`config.mk`:
```
export PLATFORM = sky130hd
export DESIGN_NAME = amr_storage_frame_counter_unit
export DESIGN_NICKNAME = d
export VERILOG_FILES = /design/src/rtl/core/asfc_pkg.sv /design/src/rtl/core/amr_storage_frame_counter_unit.sv
export VERILOG_INCLUDE_DIRS = /design/src /design/src/rtl/core
export SDC_FILE = /design/constraint.sdc
export NUM_CORES = 1
export LEC_CHECK = 0
export BUFFER_PORTS_ARGS = -buffer_cell sky130_fd_sc_hd__buf_2
export CAP_MARGIN = 10
export CORE_MARGIN = 3
export CORE_UTILIZATION = 45
export CTS_CLUSTER_SIZE = 28
export DETAILED_ROUTE_END_ITERATION = 8
export PLACE_DENSITY_LB_ADDON = 0.08
export SLEW_MARGIN = 20
export SYNTH_ARGS = -nofsm -noshare
export SYNTH_HDL_FRONTEND = slang
export SYNTH_SLANG_ARGS = --single-unit
```
`constraint.sdc`:
```
create_clock -name clk -period 7.8 [get_ports clk]
set_input_delay 0.78 -clock clk [delete_from_list [all_inputs] [get_ports clk]]
set_output_delay 0.78 -clock clk [all_outputs]
set_load 0.01 [all_outputs]
```
`src/rtl/core/amr_storage_frame_counter_unit_defines.svh`:
```
// Assertion macros shared by the frame counter RTL.
`ifndef AMR_STORAGE_FRAME_COUNTER_UNIT_DEFINES_SVH
`define AMR_STORAGE_FRAME_COUNTER_UNIT_DEFINES_SVH

// Same-cycle implication, sampled on clk, off while arst_n is low.
`define ASFC_ASSERT_SAME(lbl, ante, cons) \
	lbl: assert property (@(posedge clk) disable iff (!arst_n) (ante) |-> (cons)) \
		else $error("asfc same-cycle check failed");

// Next-cycle implication, sampled on clk, off while arst_n is low.
`define ASFC_ASSERT_NEXT(lbl, ante, cons) \
	lbl: assert property (@(posedge clk) disable iff (!arst_n) (ante) |=> (cons)) \
		else $error("asfc next-cycle check failed");

`endif

```
`src/rtl/core/asfc_pkg.sv`:
```
package asfc_pkg;

	// Tally width of the frame counter
	localparam int COUNT_WIDTH = 32;
	localparam int SEC_W       = COUNT_WIDTH - 5;
	localparam int TALLY_EXT_W = (COUNT_WIDTH > 32) ? COUNT_WIDTH : 32;
	localparam int SEC_EXT_W   = (SEC_W > 27) ? SEC_W : 27;
	localparam int FRAMES_PER_SEC = 50;

	localparam logic [31:0] GOOD_MAX    = 32'hFFFF_FFFF;
	localparam logic [26:0] SECONDS_MAX = 27'h7FF_FFFF;

	localparam logic [1:0] ST_OK       = 2'd0;
	localparam logic [1:0] ST_WORD_ERR = 2'd1;
	localparam logic [1:0] ST_HDR_ERR  = 2'd2;
	localparam logic [1:0] ST_NO_FRAME = 2'd3;

	localparam logic [7:0] CH_NEWLINE = 8'h0A;
	localparam logic [3:0] FT_MAX     = 4'd8;

	// Magic words, first byte in the low bits
	localparam logic [47:0] WORD_MONO  = {8'h0A, "R", "M", "A", "!", "#"};
	localparam logic [47:0] WORD_DASH  = {"-", "R", "M", "A", "!", "#"};
	localparam logic [47:0] WORD_UNDER = {"_", "R", "M", "A", "!", "#"};

	typedef struct packed {
		logic [1:0]  status;
		logic        is_wideband;
		logic        is_multichannel;
		logic [3:0]  channel_count;
		logic [4:0]  header_bytes;
		logic [7:0]  toc_byte;
		logic [3:0]  frame_type;
		logic [11:0] bitrate_hundredths;
		logic [5:0]  frame_bytes;
		logic [31:0] good_frames;
		logic [26:0] seconds;
	} asfc_result_t;

	// Compare six received bytes to a word, letters in either case
	function automatic logic word_match(input logic [47:0] got, input logic [47:0] word);
		logic ok;
		logic [7:0] b;
		logic [7:0] e;
		ok = 1'b1;
		for (int k = 0; k < 6; k++) begin
			b = got[8*k +: 8];
			e = word[8*k +: 8];
			if (!((b == e) || (e >= "A" && e <= "Z" && b == e + 8'd32)))
				ok = 1'b0;
		end
		return ok;
	endfunction

	function automatic logic [5:0] toc_frame_len(input logic wb, input logic [3:0] ft);
		logic [5:0] sz;
		unique case (ft)
			4'd0: sz = wb ? 6'd18 : 6'd13;
			4'd1: sz = wb ? 6'd24 : 6'd14;
			4'd2: sz = wb ? 6'd33 : 6'd16;
			4'd3: sz = wb ? 6'd37 : 6'd18;
			4'd4: sz = wb ? 6'd41 : 6'd20;
			4'd5: sz = wb ? 6'd47 : 6'd21;
			4'd6: sz = wb ? 6'd51 : 6'd27;
			4'd7: sz = wb ? 6'd59 : 6'd32;
			4'd8: sz = wb ? 6'd61 : 6'd6;
			default: sz = 6'd0;
		endcase
		return sz;
	endfunction

	function automatic logic [11:0] bitrate(input logic wb, input logic [3:0] ft);
		logic [11:0] r;
		unique case (ft)
			4'd0: r = wb ? 12'd660  : 12'd475;
			4'd1: r = wb ? 12'd885  : 12'd515;
			4'd2: r = wb ? 12'd1265 : 12'd590;
			4'd3: r = wb ? 12'd1425 : 12'd670;
			4'd4: r = wb ? 12'd1585 : 12'd740;
			4'd5: r = wb ? 12'd1825 : 12'd795;
			4'd6: r = wb ? 12'd1985 : 12'd1020;
			4'd7: r = wb ? 12'd2305 : 12'd1220;
			4'd8: r = wb ? 12'd2385 : 12'd180;
			default: r = 12'd0;
		endcase
		return r;
	endfunction

endpackage

```
`src/rtl/core/amr_storage_frame_counter_unit.sv`:
```
// AMR storage frame counter. Feed the bytes of one storage file, in order, one byte per
// beat on s_axis, with s_axis_tlast on the final byte. The unit parses the magic header
// (mono or multichannel, narrowband or wideband), locks on the first frame header byte
// with Q set and a valid frame type, then skips frame bodies and counts every header byte
// that equals the reference one, resyncing a byte at a time. Exactly one result word
// leaves on m_axis per file, from the result register, and the unit is then ready for
// the next file. Throughput is one byte per clock: each byte passes an input register and
// one pass of parse and count logic into the parser registers, and the last byte's result
// into the result register. The input keeps flowing while a result waits; it holds only
// when a second last byte arrives before the previous result has been taken. Seconds is
// the frame count over 50, kept exact by a running modulo-50 counter beside the tally.
`include "amr_storage_frame_counter_unit_defines.svh"

module amr_storage_frame_counter_unit (
	input  logic         clk,
	input  logic         arst_n,
	input  logic         s_axis_tvalid,
	output logic         s_axis_tready,
	input  logic [7:0]   s_axis_tdata,   // [7:0] data_byte
	input  logic         s_axis_tlast,   // last_byte
	output logic         m_axis_tvalid,
	input  logic         m_axis_tready,
	// [0] is_wideband, [1] is_multichannel, [5:2] channel_count, [10:6] header_bytes,
	// [18:11] toc_byte, [22:19] frame_type, [34:23] bitrate_hundredths,
	// [40:35] frame_bytes, [72:41] good_frames, [99:73] seconds, [103:100] zero
	output logic [103:0] m_axis_tdata,
	output logic [1:0]   m_axis_tuser    // [1:0] status
);
	import asfc_pkg::*;

	localparam logic [2:0] PH_HEADER = 3'd0;
	localparam logic [2:0] PH_SEARCH = 3'd1;
	localparam logic [2:0] PH_SKIP   = 3'd2;
	localparam logic [2:0] PH_MATCH  = 3'd3;
	localparam logic [2:0] PH_HALT   = 3'd4;

	// Input stage
	logic       valid_s1;
	logic [7:0] byte_s1;
	logic       last_s1;
	logic       advance;
	logic       proc;

	// Parser state
	logic [2:0]             phase_q, phase_d;
	logic [4:0]             pos_q, pos_d;
	logic [47:0]            magic_q, magic_d, magic_ins;
	logic [4:0]             hlen_q, hlen_d, hlen_w;
	logic                   wb_q, wb_d, wb_w;
	logic [3:0]             chan_q, chan_d;
	logic [7:0]             toc_q, toc_d;
	logic [5:0]             flen_q, flen_d;
	logic [5:0]             skip_q, skip_d;
	logic [COUNT_WIDTH-1:0] tally_q, tally_d;
	logic [5:0]             frac_q, frac_d;
	logic [SEC_W-1:0]       secs_q, secs_d;
	logic [1:0]             err_q, err_d;

	logic [4:0]     hdr_i;
	logic [47:0]    word_sel;
	logic           halt;
	logic [3:0]     ft_in;
	logic [3:0]     ft_out;
	logic [TALLY_EXT_W-1:0] tally_ext;
	logic [SEC_EXT_W-1:0]   secs_ext;

	asfc_result_t res_d, res_q;
	logic         out_valid_q;

	// Stall only a last byte that would overwrite a result not yet taken
	assign advance       = !(valid_s1 && last_s1 && out_valid_q && !m_axis_tready);
	assign proc          = valid_s1 && advance;
	assign s_axis_tready = !valid_s1 || advance;

	always_ff @(posedge clk or negedge arst_n) begin
		if (!arst_n) begin
			valid_s1 <= 1'b0;
		end else if (s_axis_tready) begin
			valid_s1 <= s_axis_tvalid;
		end
	end

	always_ff @(posedge clk) begin
		if (s_axis_tready) begin
			byte_s1 <= s_axis_tdata;
			last_s1 <= s_axis_tlast;
		end
	end

	assign hdr_i = pos_q + 5'd1;
	assign ft_in = byte_s1[6:3];

	// Insert the current byte into the magic word while inside the first six bytes
	always_comb begin
		magic_ins = magic_q;
		if (pos_q < 5'd6)
			magic_ins[{pos_q[2:0], 3'b000} +: 8] = byte_s1;
	end

	always_comb begin
		phase_d  = phase_q;
		pos_d    = pos_q;
		magic_d  = magic_q;
		hlen_d   = hlen_q;
		wb_d     = wb_q;
		chan_d   = chan_q;
		toc_d    = toc_q;
		flen_d   = flen_q;
		skip_d   = skip_q;
		tally_d  = tally_q;
		frac_d   = frac_q;
		secs_d   = secs_q;
		err_d    = err_q;
		hlen_w   = hlen_q;
		wb_w     = wb_q;
		word_sel = WORD_MONO;
		halt     = 1'b0;
		unique case (phase_q)
			PH_HEADER: begin
				magic_d = magic_ins;
				if (hlen_q == 5'd0) begin
					if (byte_s1 == CH_NEWLINE && pos_q < 5'd15) begin
						// Newline position picks the word to check
						priority if (hdr_i == 5'd6) begin
							word_sel = WORD_MONO;
						end else if (hdr_i == 5'd9 || hdr_i == 5'd15) begin
							word_sel = WORD_DASH;
						end else if (hdr_i == 5'd12) begin
							word_sel = WORD_UNDER;
						end else begin
							err_d = ST_HDR_ERR;
							halt  = 1'b1;
						end
						if (!halt) begin
							if (!word_match(magic_ins, word_sel)) begin
								err_d = ST_WORD_ERR;
								halt  = 1'b1;
							end else begin
								// Multichannel headers carry four more bytes
								hlen_w = (hdr_i >= 5'd12) ? hdr_i + 5'd4 : hdr_i;
								wb_w   = (hdr_i == 5'd9 || hdr_i == 5'd15);
							end
						end
					end else if (pos_q >= 5'd14) begin
						err_d = ST_HDR_ERR;
						halt  = 1'b1;
					end
				end
				if (halt) begin
					phase_d = PH_HALT;
				end else begin
					hlen_d = hlen_w;
					wb_d   = wb_w;
					if (hlen_w != 5'd0 && hdr_i == hlen_w) begin
						if (hlen_w >= 5'd16)
							chan_d = byte_s1[3:0];
						phase_d = PH_SEARCH;
					end
					if (pos_q < 5'd31)
						pos_d = pos_q + 5'd1;
				end
			end
			PH_SEARCH: begin
				// Lock on the first byte with Q set and a known frame type
				if (byte_s1[2] && ft_in <= FT_MAX) begin
					toc_d   = byte_s1;
					flen_d  = toc_frame_len(wb_q, ft_in);
					tally_d = COUNT_WIDTH'(1);
					frac_d  = 6'd1;
					secs_d  = '0;
					skip_d  = toc_frame_len(wb_q, ft_in) - 6'd1;
					phase_d = PH_SKIP;
				end
			end
			PH_SKIP: begin
				skip_d = (skip_q != 6'd0) ? skip_q - 6'd1 : skip_q;
				if (skip_d == 6'd0)
					phase_d = PH_MATCH;
			end
			PH_MATCH: begin
				if (byte_s1 == toc_q) begin
					if (tally_q != {COUNT_WIDTH{1'b1}}) begin
						tally_d = tally_q + COUNT_WIDTH'(1);
						if (frac_q == 6'(FRAMES_PER_SEC - 1)) begin
							frac_d = 6'd0;
							secs_d = secs_q + SEC_W'(1);
						end else begin
							frac_d = frac_q + 6'd1;
						end
					end
					skip_d  = flen_q - 6'd1;
					phase_d = (skip_d == 6'd0) ? PH_MATCH : PH_SKIP;
				end
			end
			default: begin
				// Halted: drop bytes until the last one
			end
		endcase
	end

	assign ft_out    = (toc_d[6:3] > FT_MAX) ? FT_MAX : toc_d[6:3];
	assign tally_ext = TALLY_EXT_W'(tally_d);
	assign secs_ext  = SEC_EXT_W'(secs_d);

	// Result from the state as it stands after this byte
	always_comb begin
		res_d = '0;
		priority if (err_d != ST_OK) begin
			res_d.status = err_d;
		end else if (phase_d == PH_HEADER) begin
			res_d.status = ST_HDR_ERR;
		end else begin
			res_d.is_wideband     = wb_d;
			res_d.is_multichannel = (hlen_d >= 5'd16);
			res_d.channel_count   = chan_d;
			res_d.header_bytes    = hlen_d;
			if (phase_d == PH_SEARCH) begin
				res_d.status = ST_NO_FRAME;
			end else begin
				res_d.status             = ST_OK;
				res_d.toc_byte           = toc_d;
				res_d.frame_type         = ft_out;
				res_d.bitrate_hundredths = bitrate(wb_d, ft_out);
				res_d.frame_bytes        = flen_d;
				res_d.good_frames        = (tally_ext > TALLY_EXT_W'(GOOD_MAX)) ?
					GOOD_MAX : tally_ext[31:0];
				res_d.seconds            = (secs_ext > SEC_EXT_W'(SECONDS_MAX)) ?
					SECONDS_MAX : secs_ext[26:0];
			end
		end
	end

	// Advance the parser; clear it after the last byte for the next file
	always_ff @(posedge clk or negedge arst_n) begin
		if (!arst_n) begin
			phase_q <= PH_HEADER;
			pos_q   <= '0;
			magic_q <= '0;
			hlen_q  <= '0;
			wb_q    <= 1'b0;
			chan_q  <= '0;
			toc_q   <= '0;
			flen_q  <= '0;
			skip_q  <= '0;
			tally_q <= '0;
			frac_q  <= '0;
			secs_q  <= '0;
			err_q   <= ST_OK;
		end else if (proc) begin
			if (last_s1) begin
				phase_q <= PH_HEADER;
				pos_q   <= '0;
				magic_q <= '0;
				hlen_q  <= '0;
				wb_q    <= 1'b0;
				chan_q  <= '0;
				toc_q   <= '0;
				flen_q  <= '0;
				skip_q  <= '0;
				tally_q <= '0;
				frac_q  <= '0;
				secs_q  <= '0;
				err_q   <= ST_OK;
			end else begin
				phase_q <= phase_d;
				pos_q   <= pos_d;
				magic_q <= magic_d;
				hlen_q  <= hlen_d;
				wb_q    <= wb_d;
				chan_q  <= chan_d;
				toc_q   <= toc_d;
				flen_q  <= flen_d;
				skip_q  <= skip_d;
				tally_q <= tally_d;
				frac_q  <= frac_d;
				secs_q  <= secs_d;
				err_q   <= err_d;
			end
		end
	end

	// Result register
	always_ff @(posedge clk or negedge arst_n) begin
		if (!arst_n) begin
			out_valid_q <= 1'b0;
		end else if (proc && last_s1) begin
			out_valid_q <= 1'b1;
		end else if (m_axis_tready) begin
			out_valid_q <= 1'b0;
		end
	end

	always_ff @(posedge clk) begin
		if (proc && last_s1)
			res_q <= res_d;
	end

	assign m_axis_tvalid = out_valid_q;
	assign m_axis_tuser  = res_q.status;
	assign m_axis_tdata  = {4'b0000, res_q.seconds, res_q.good_frames, res_q.frame_bytes,
		res_q.bitrate_hundredths, res_q.frame_type, res_q.toc_byte, res_q.header_bytes,
		res_q.channel_count, res_q.is_multichannel, res_q.is_wideband};

	`ASFC_ASSERT_SAME(a_skip_nonzero, phase_q == PH_SKIP, skip_q != 6'd0)
	`ASFC_ASSERT_SAME(a_err_halts, err_q != ST_OK, phase_q == PH_HALT)
	`ASFC_ASSERT_SAME(a_ok_has_frames, out_valid_q && res_q.status == ST_OK,
		res_q.good_frames != 32'd0 && res_q.frame_bytes != 6'd0)
	`ASFC_ASSERT_NEXT(a_last_gives_result, proc && last_s1, out_valid_q)

endmodule
```
# Yosys cells after proc, flatten, opt, wreduce, memory -nomap -nowiden

Index checks and enable logic that the tools add are counted.

Flip-flop bits (word level): 266
Latch bits: 0
Memory bits (writable): 0
Bits in read-only memories: 0
Bits of input ports: 13
Output and inout bits: 108
Word-level logic and storage cells: 298
Memories: 0

Add/sub/neg operators: 15
Multipliers: 0
Divide/modulo/power cells: 0
$lt $le $gt $ge: 23
Equal/unequal tests: 45
Shifts and indexed selects: 2
Mux-type cells: 133
Bitwise logic cells: 0
Reductions and logical operators: 52

Operators with widths:

| cell                   | number |
|---|---|
| $mux 48                | 6 |
| $mux 27                | 6 |
| $mux 32                | 5 |
| $mux 47                | 3 |
| $mux 6                 | 20 |
| $pmux 12 s9            | 1 |
| $eq 8x8->1             | 13 |
| $mux 5                 | 16 |
| $pmux 32 s2            | 1 |
| $mux 11                | 5 |
| $pmux 27 s2            | 1 |
| $pmux 6 s9             | 1 |
| $add 8x6->8 const B    | 6 |
| $bwmux 48              | 1 |
| $ge 8x7->1 const B     | 6 |
| $le 8x7->1 const B     | 6 |
| $shift 8x8->48 const A | 1 |
| $shiftx 8x8->48        | 1 |
| $add 32x1->32 const B  | 1 |
| $eq 4x3->1 const B     | 8 |
| $gt 32x32->1 const B   | 1 |
| $mux 1                 | 32 |
| $ne 32x32->1 const B   | 1 |
| $add 27x1->27 const B  | 1 |
| 52 further kinds       | 127 |

# Logic depth before layout (Yosys ltp)

Depth after elaboration: 36
Depth in mapped cells: 16
Gate-level depth less buffers: 13

# Least setup slack after synthesis

No wires, ideal clock.

Kind: register -> register
Start: reg last_s1
End: reg res_q, in the netlist m_axis_tdata[0], enable pin
Library setup time: 570 ps
Data arrival time: 5287 ps
Data required time: 7230 ps
Path slack: 1943 ps
Stages on the path, launching flop included: 5
Buffers on the path: 2
Clock period less this slack: 5857 ps
Cell sequence: edfxtp_1 > clkbuf_1 > clkbuf_1 > nand2_1 > nor2_1

Longest elaborated chain between the ends: 6

RTL lines:

| element                        | RTL line                              | RTL |
|---|---|---|
| from (decl)                    | amr_storage_frame_counter_unit.sv:40  | `logic last_s1;` |
| from (signal assigned)         | amr_storage_frame_counter_unit.sv:86  | `last_s1 <= s_axis_tlast;` |
| $logic_and 1x1->1 (3 in a row) | amr_storage_frame_counter_unit.sv:71  | `assign advance = !(valid_s1 && last_s1 && out_valid_q && !m_axis_tready);` |
| $logic_not 1->1                | amr_storage_frame_counter_unit.sv:71  |  |
| $logic_and 1x1->1              | amr_storage_frame_counter_unit.sv:72  | `assign proc = valid_s1 && advance;` |
| $logic_and 1x1->1 (*)          | amr_storage_frame_counter_unit.sv:294 | `if (proc && last_s1)` |
| to (signal assigned)           | amr_storage_frame_counter_unit.sv:295 | `res_q <= res_d;` |
| to (decl)                      | amr_storage_frame_counter_unit.sv:67  | `asfc_result_t res_d, res_q;` |

Mark *: on every way between the ends. The rest lies on a longest branch, timed or not.
A chain may end at the register's enable or synchronous reset.

# Worst setup path after layout

Start: reg pos_q[0]
End: reg res_q, in the netlist m_axis_tdata[32], data pin

Longest elaborated chain between the ends: 34
Elaborated cells between the ends (all ways): 128

RTL lines:

| element                                         | RTL line                                                                     | RTL |
|---|---|---|
| from (decl)                                     | amr_storage_frame_counter_unit.sv:46                                         | `logic [4:0] pos_q, pos_d;` |
| from (signal assigned)                          | amr_storage_frame_counter_unit.sv:266                                        | `pos_q <= pos_d;` |
| $add 5x1->5                                     | amr_storage_frame_counter_unit.sv:90                                         | `assign hdr_i = pos_q + 5'd1;` |
| $eq 5x4->1                                      | amr_storage_frame_counter_unit.sv:126, amr_storage_frame_counter_unit.sv:141 |  |
| $logic_or 1x1->1                                | amr_storage_frame_counter_unit.sv:126, amr_storage_frame_counter_unit.sv:141 |  |
| $mux 47                                         | amr_storage_frame_counter_unit.sv:126                                        | `end else if (hdr_i == 5'd9 \|\| hdr_i == 5'd15) begin` |
| $mux 47                                         | amr_storage_frame_counter_unit.sv:124                                        | `priority if (hdr_i == 5'd6) begin` |
| $mux 48                                         | amr_storage_frame_counter_unit.sv:122                                        | `if (byte_s1 == CH_NEWLINE && pos_q < 5'd15) begin` |
| $mux 48                                         | amr_storage_frame_counter_unit.sv:121                                        | `if (hlen_q == 5'd0) begin` |
| $mux 48                                         | amr_storage_frame_counter_unit.sv:118                                        | `unique case (phase_q)` |
| [... 18 more ...]                               | -                                                                            |  |
| $mux 5                                          | amr_storage_frame_counter_unit.sv:118                                        |  |
| $eq 5x5->1 or $reduce_bool 5->1 (tied branches) | amr_storage_frame_counter_unit.sv:154                                        | `if (hlen_w != 5'd0 && hdr_i == hlen_w) begin` |
| $logic_and 1x1->1                               | amr_storage_frame_counter_unit.sv:154                                        |  |
| $mux 3                                          | amr_storage_frame_counter_unit.sv:154                                        |  |
| $mux 3                                          | amr_storage_frame_counter_unit.sv:149                                        | `if (halt) begin` |
| $pmux 3 s4                                      | amr_storage_frame_counter_unit.sv:118                                        |  |
| $eq 3x1->1 or $logic_not 3->1 (tied branches)   | amr_storage_frame_counter_unit.sv:217, amr_storage_frame_counter_unit.sv:210 |  |
| $reduce_or 3->1 (no line)                       | -                                                                            |  |

Parallel ways exist; a longest one is shown, timed or not. The select of a mux whose other input is x is not followed.

==> metrics.yaml <==
maxCapViolCount: 0
synthAdderAreaFrac: 0.0162
yosys.area_share.simple: 0.214
cts_max_level: 1
io_buffers: 116
synth_area_leaders: "dfrtp_1, edfxtp_1, nand2_1"
detail_route.wl_per_cell_um: 20.0
setup_viol: 0
cts_tree: "yes"
rsz0062_at_grt: "no"
grt-ovfl-total: 0
path_clk_slew_ns: 0.06
ys.flop_type: "dfrtp_1"
synth_compound_area_frac: 0.210
diodes: 0
synth-edff-count: 109
fin_skew_ns: 0.0351
synthArstFlopShare: 0.582
fp.coreArea_um2: 31900
gp_congestion: 0.873
rows: 65
cts_made_buffers: 30
clockBufferDepth: 3
final_nets: 1661
vias_per_cell: 5.92
timing.rr.end: "m_axis_tdata[32]$_SDFFCE_PP0P_"
dpl.hpwl_mm: 27.5
first_pass_iters: 6
synth_xor_area_frac: 0.0178
grt_pass1_vias: 11782
synth_cells: 1564
period_share: 0.646
die_area_um2: 34800
fp.dieH_um: 187
outcome: "finished clean"
hold_viol_final: 0
rr_startpoint: "pos_q[0]$_DFFE_PN0P_"
antenna_found_initial: 0
design_power_total_w: 0.00371
yosysSeqAreaShare: 0.482
muxShareOfSynthArea: 0.0204
path_class: "reg2reg"
cts_sinks: 261
grt_pass1_wl_mm: 66.6
period_minus_slack_ns: 5.04
hold_class: "in2async"
cts.repair.resized: 0
power.density_nw_per_um2: 223
critPathLaunchType: "flop"
synth_top_family_by_area: "simple AND/OR/NAND/NOR gates"
clock_latency_ns: 0.57
regToRegSetupSlack_ns: 2.76
cp.required_ns: 8.05
post-cts-setup-buffers: 0
ys_ff_latch: 261
yosysWarnings: 0
grt_start_max_net_pins: 71
drc: 0
drt_iter0_markers: 960
relSlewSlack: 0.296
synth_top_area_frac: 0.259
root_buffer: "clkbuf_16"
fmax_ghz: 0.198
end_kind: "flop"
worstMarginPinSlew_ns: 1.03
r2r_cells: 11
arrival_ns: 5.29
initial_core_util: 0.461
drive_gt1_frac: 0.144
io_pins: 121
totalWireLength_mm: 41.7
die_w_um: 187
p_leak_nw: 6.56
area_growth_syn_to_layout_pct: 13.4
drv_slew: 0
synth_cell_type_count: 92
grt_usage: 0.233
ir_drop_mv: 0.168
fin_setup_tns_ns: 0
syn-cell-area_um2: 14700
ant_nets: 0
cp_max_fo: 20
final_util: 0.522
seqCellArea_um2: 7080
routed-via-count: 12368
fillers: 2958
synth_top_area_cell: "dfrtp_1"
avgSynthCellArea_um2: 9.39
hold_buffers: 0
multi_input_area_um2: 7050
## cell families after synthesis
logic type               after synthesis
multiplexers                          29
other                                  1
AO/OA/AOI/OAI                        473
XOR/XNOR                              29
adder cells (fa/ha/maj)               19
AND/OR/NAND/NOR                      611
flip-flops                           261
buffers and inverters                141
## metrics by stage
stage / std cells / area (um^2) / hold slack [ns] / setup slack [ns]
2_1_floorplan: 1567 / 14700 / 0.438 / 1.94
3_3_place_gp: 2032 / 15600 / 0.462 / 2.87
3_5_place_dp: 2032 / 15600 / 0.468 / 2.77
4_1_cts: 2088 / 16600 / 0.206 / 2.77
5_1_grt: 2088 / 16600 / 0.235 / 2.45
6_report: 2088 / 16600 / 0.181 / 2.76
## cells in the mapped netlist (all sizes together) (5+ instances only)
library cell,number
or2,7
nor4,29
nand3b,7
edfxtp,109
mux2,8
and4,6
o21a,5
o31ai,18
nand4b,7
o211ai,8
nor2,133
ha,19
a22o,59
a31oi,22
nand4,17
and2,23
inv,29
a21boi,5
xor2,13
a211oi,16
or3,14
mux2i,21
and3,13
xnor2,16
clkbuf,86
nor2b,22
buf,26
o22ai,11
nor4b,10
or4,12
dfrtp,152
nand3,52
o21ai,121
o31a,5
a21oi,128
nand2,183
a21o,16
nor3,48
a22oi,14
nand2b,16
## area by class of cell
cell class,count,share of cell area
Clock buffer,41,0.0513
Clock inverter,15,0.0138
Inverter,29,0.00654
Multi-Input combinational cell,1165,0.424
Sequential cell,261,0.425
Tap cell,435,0.0327
Timing Repair Buffer,142,0.0470
## layout by cell type, fill, tap and decap left out, types with 19 or more instances in the layout
cell type / count
dfrtp_1: 152
clkbuf_16: 31
a21oi_1: 127
mux2i_1: 19
a22o_1: 59
nor3_1: 47
inv_1: 29
nand3_1: 51
nor2b_1: 22
nor4_1: 23
and2_1: 21
buf_4: 26
a31oi_1: 21
o21ai_0: 111
nand2_1: 181
nor2_1: 130
buf_2: 115
ha_1: 19
edfxtp_1: 109
## registers in the layout, summed over array words and instances (netlist names), 4 cells and up
name	count
m_axis_tdata	98
byte_s1	8
chan_q	4
toc_q	8
hlen_q	5
magic_q	45
pos_q	5
frac_q	6
tally_q	32
skip_q	6
flen_q	6
secs_q	27
## worst max-delay path by stage
stage                                endpoint  cells after the start            startpoint  slack (ns)
2_1_floorplan   m_axis_tdata[0]$_SDFFCE_PP0P_                      4     last_s1$_DFFE_PP_        1.94
3_3_place_gp   m_axis_tdata[32]$_SDFFCE_PP0P_                     11  pos_q[0]$_DFFE_PN0P_        2.87
3_5_place_dp   m_axis_tdata[32]$_SDFFCE_PP0P_                     11  pos_q[0]$_DFFE_PN0P_        2.77
4_1_cts        m_axis_tdata[32]$_SDFFCE_PP0P_                     11  pos_q[0]$_DFFE_PN0P_        2.77
5_1_grt        m_axis_tdata[32]$_SDFFCE_PP0P_                     11  pos_q[0]$_DFFE_PN0P_        2.45
6_report       m_axis_tdata[32]$_SDFFCE_PP0P_                     11  pos_q[0]$_DFFE_PN0P_        2.76
## per-layer routing
layer,GRT usage,part of all wire,vias to the layer above
li1,-,-,5950
met1,0.314,0.44,5998
met2,0.402,0.48,351
met3,0.0289,0.050,69
met4,0.0596,0.024,0
met5,0,0,-
## power breakdown
part	switching, W	leakage [nW]	total [W]	internal [W]
clock	0.000569	0.530	0.00153	0.000959
combinational	0.000348	2.86	0.000549	0.000201
sequential	0.000108	3.17	0.00164	0.00153
total	0.00102	6.56	0.00371	0.00269
## worst max-delay path: stages (launching register included)
cell and delay [ns]:
dfrtp_1 0.84, inv_1 0.29, ha_1 0.70, nand4b_1 0.19
nor2_1 0.26, mux2_2 0.39, and4bb_2 0.28, o2111ai_1 0.21
nor4_2 0.31, mux2i_1 0.89, mux2i_1 0.28, a211oi_1 0.09
(Power assumes the default switching activity.)
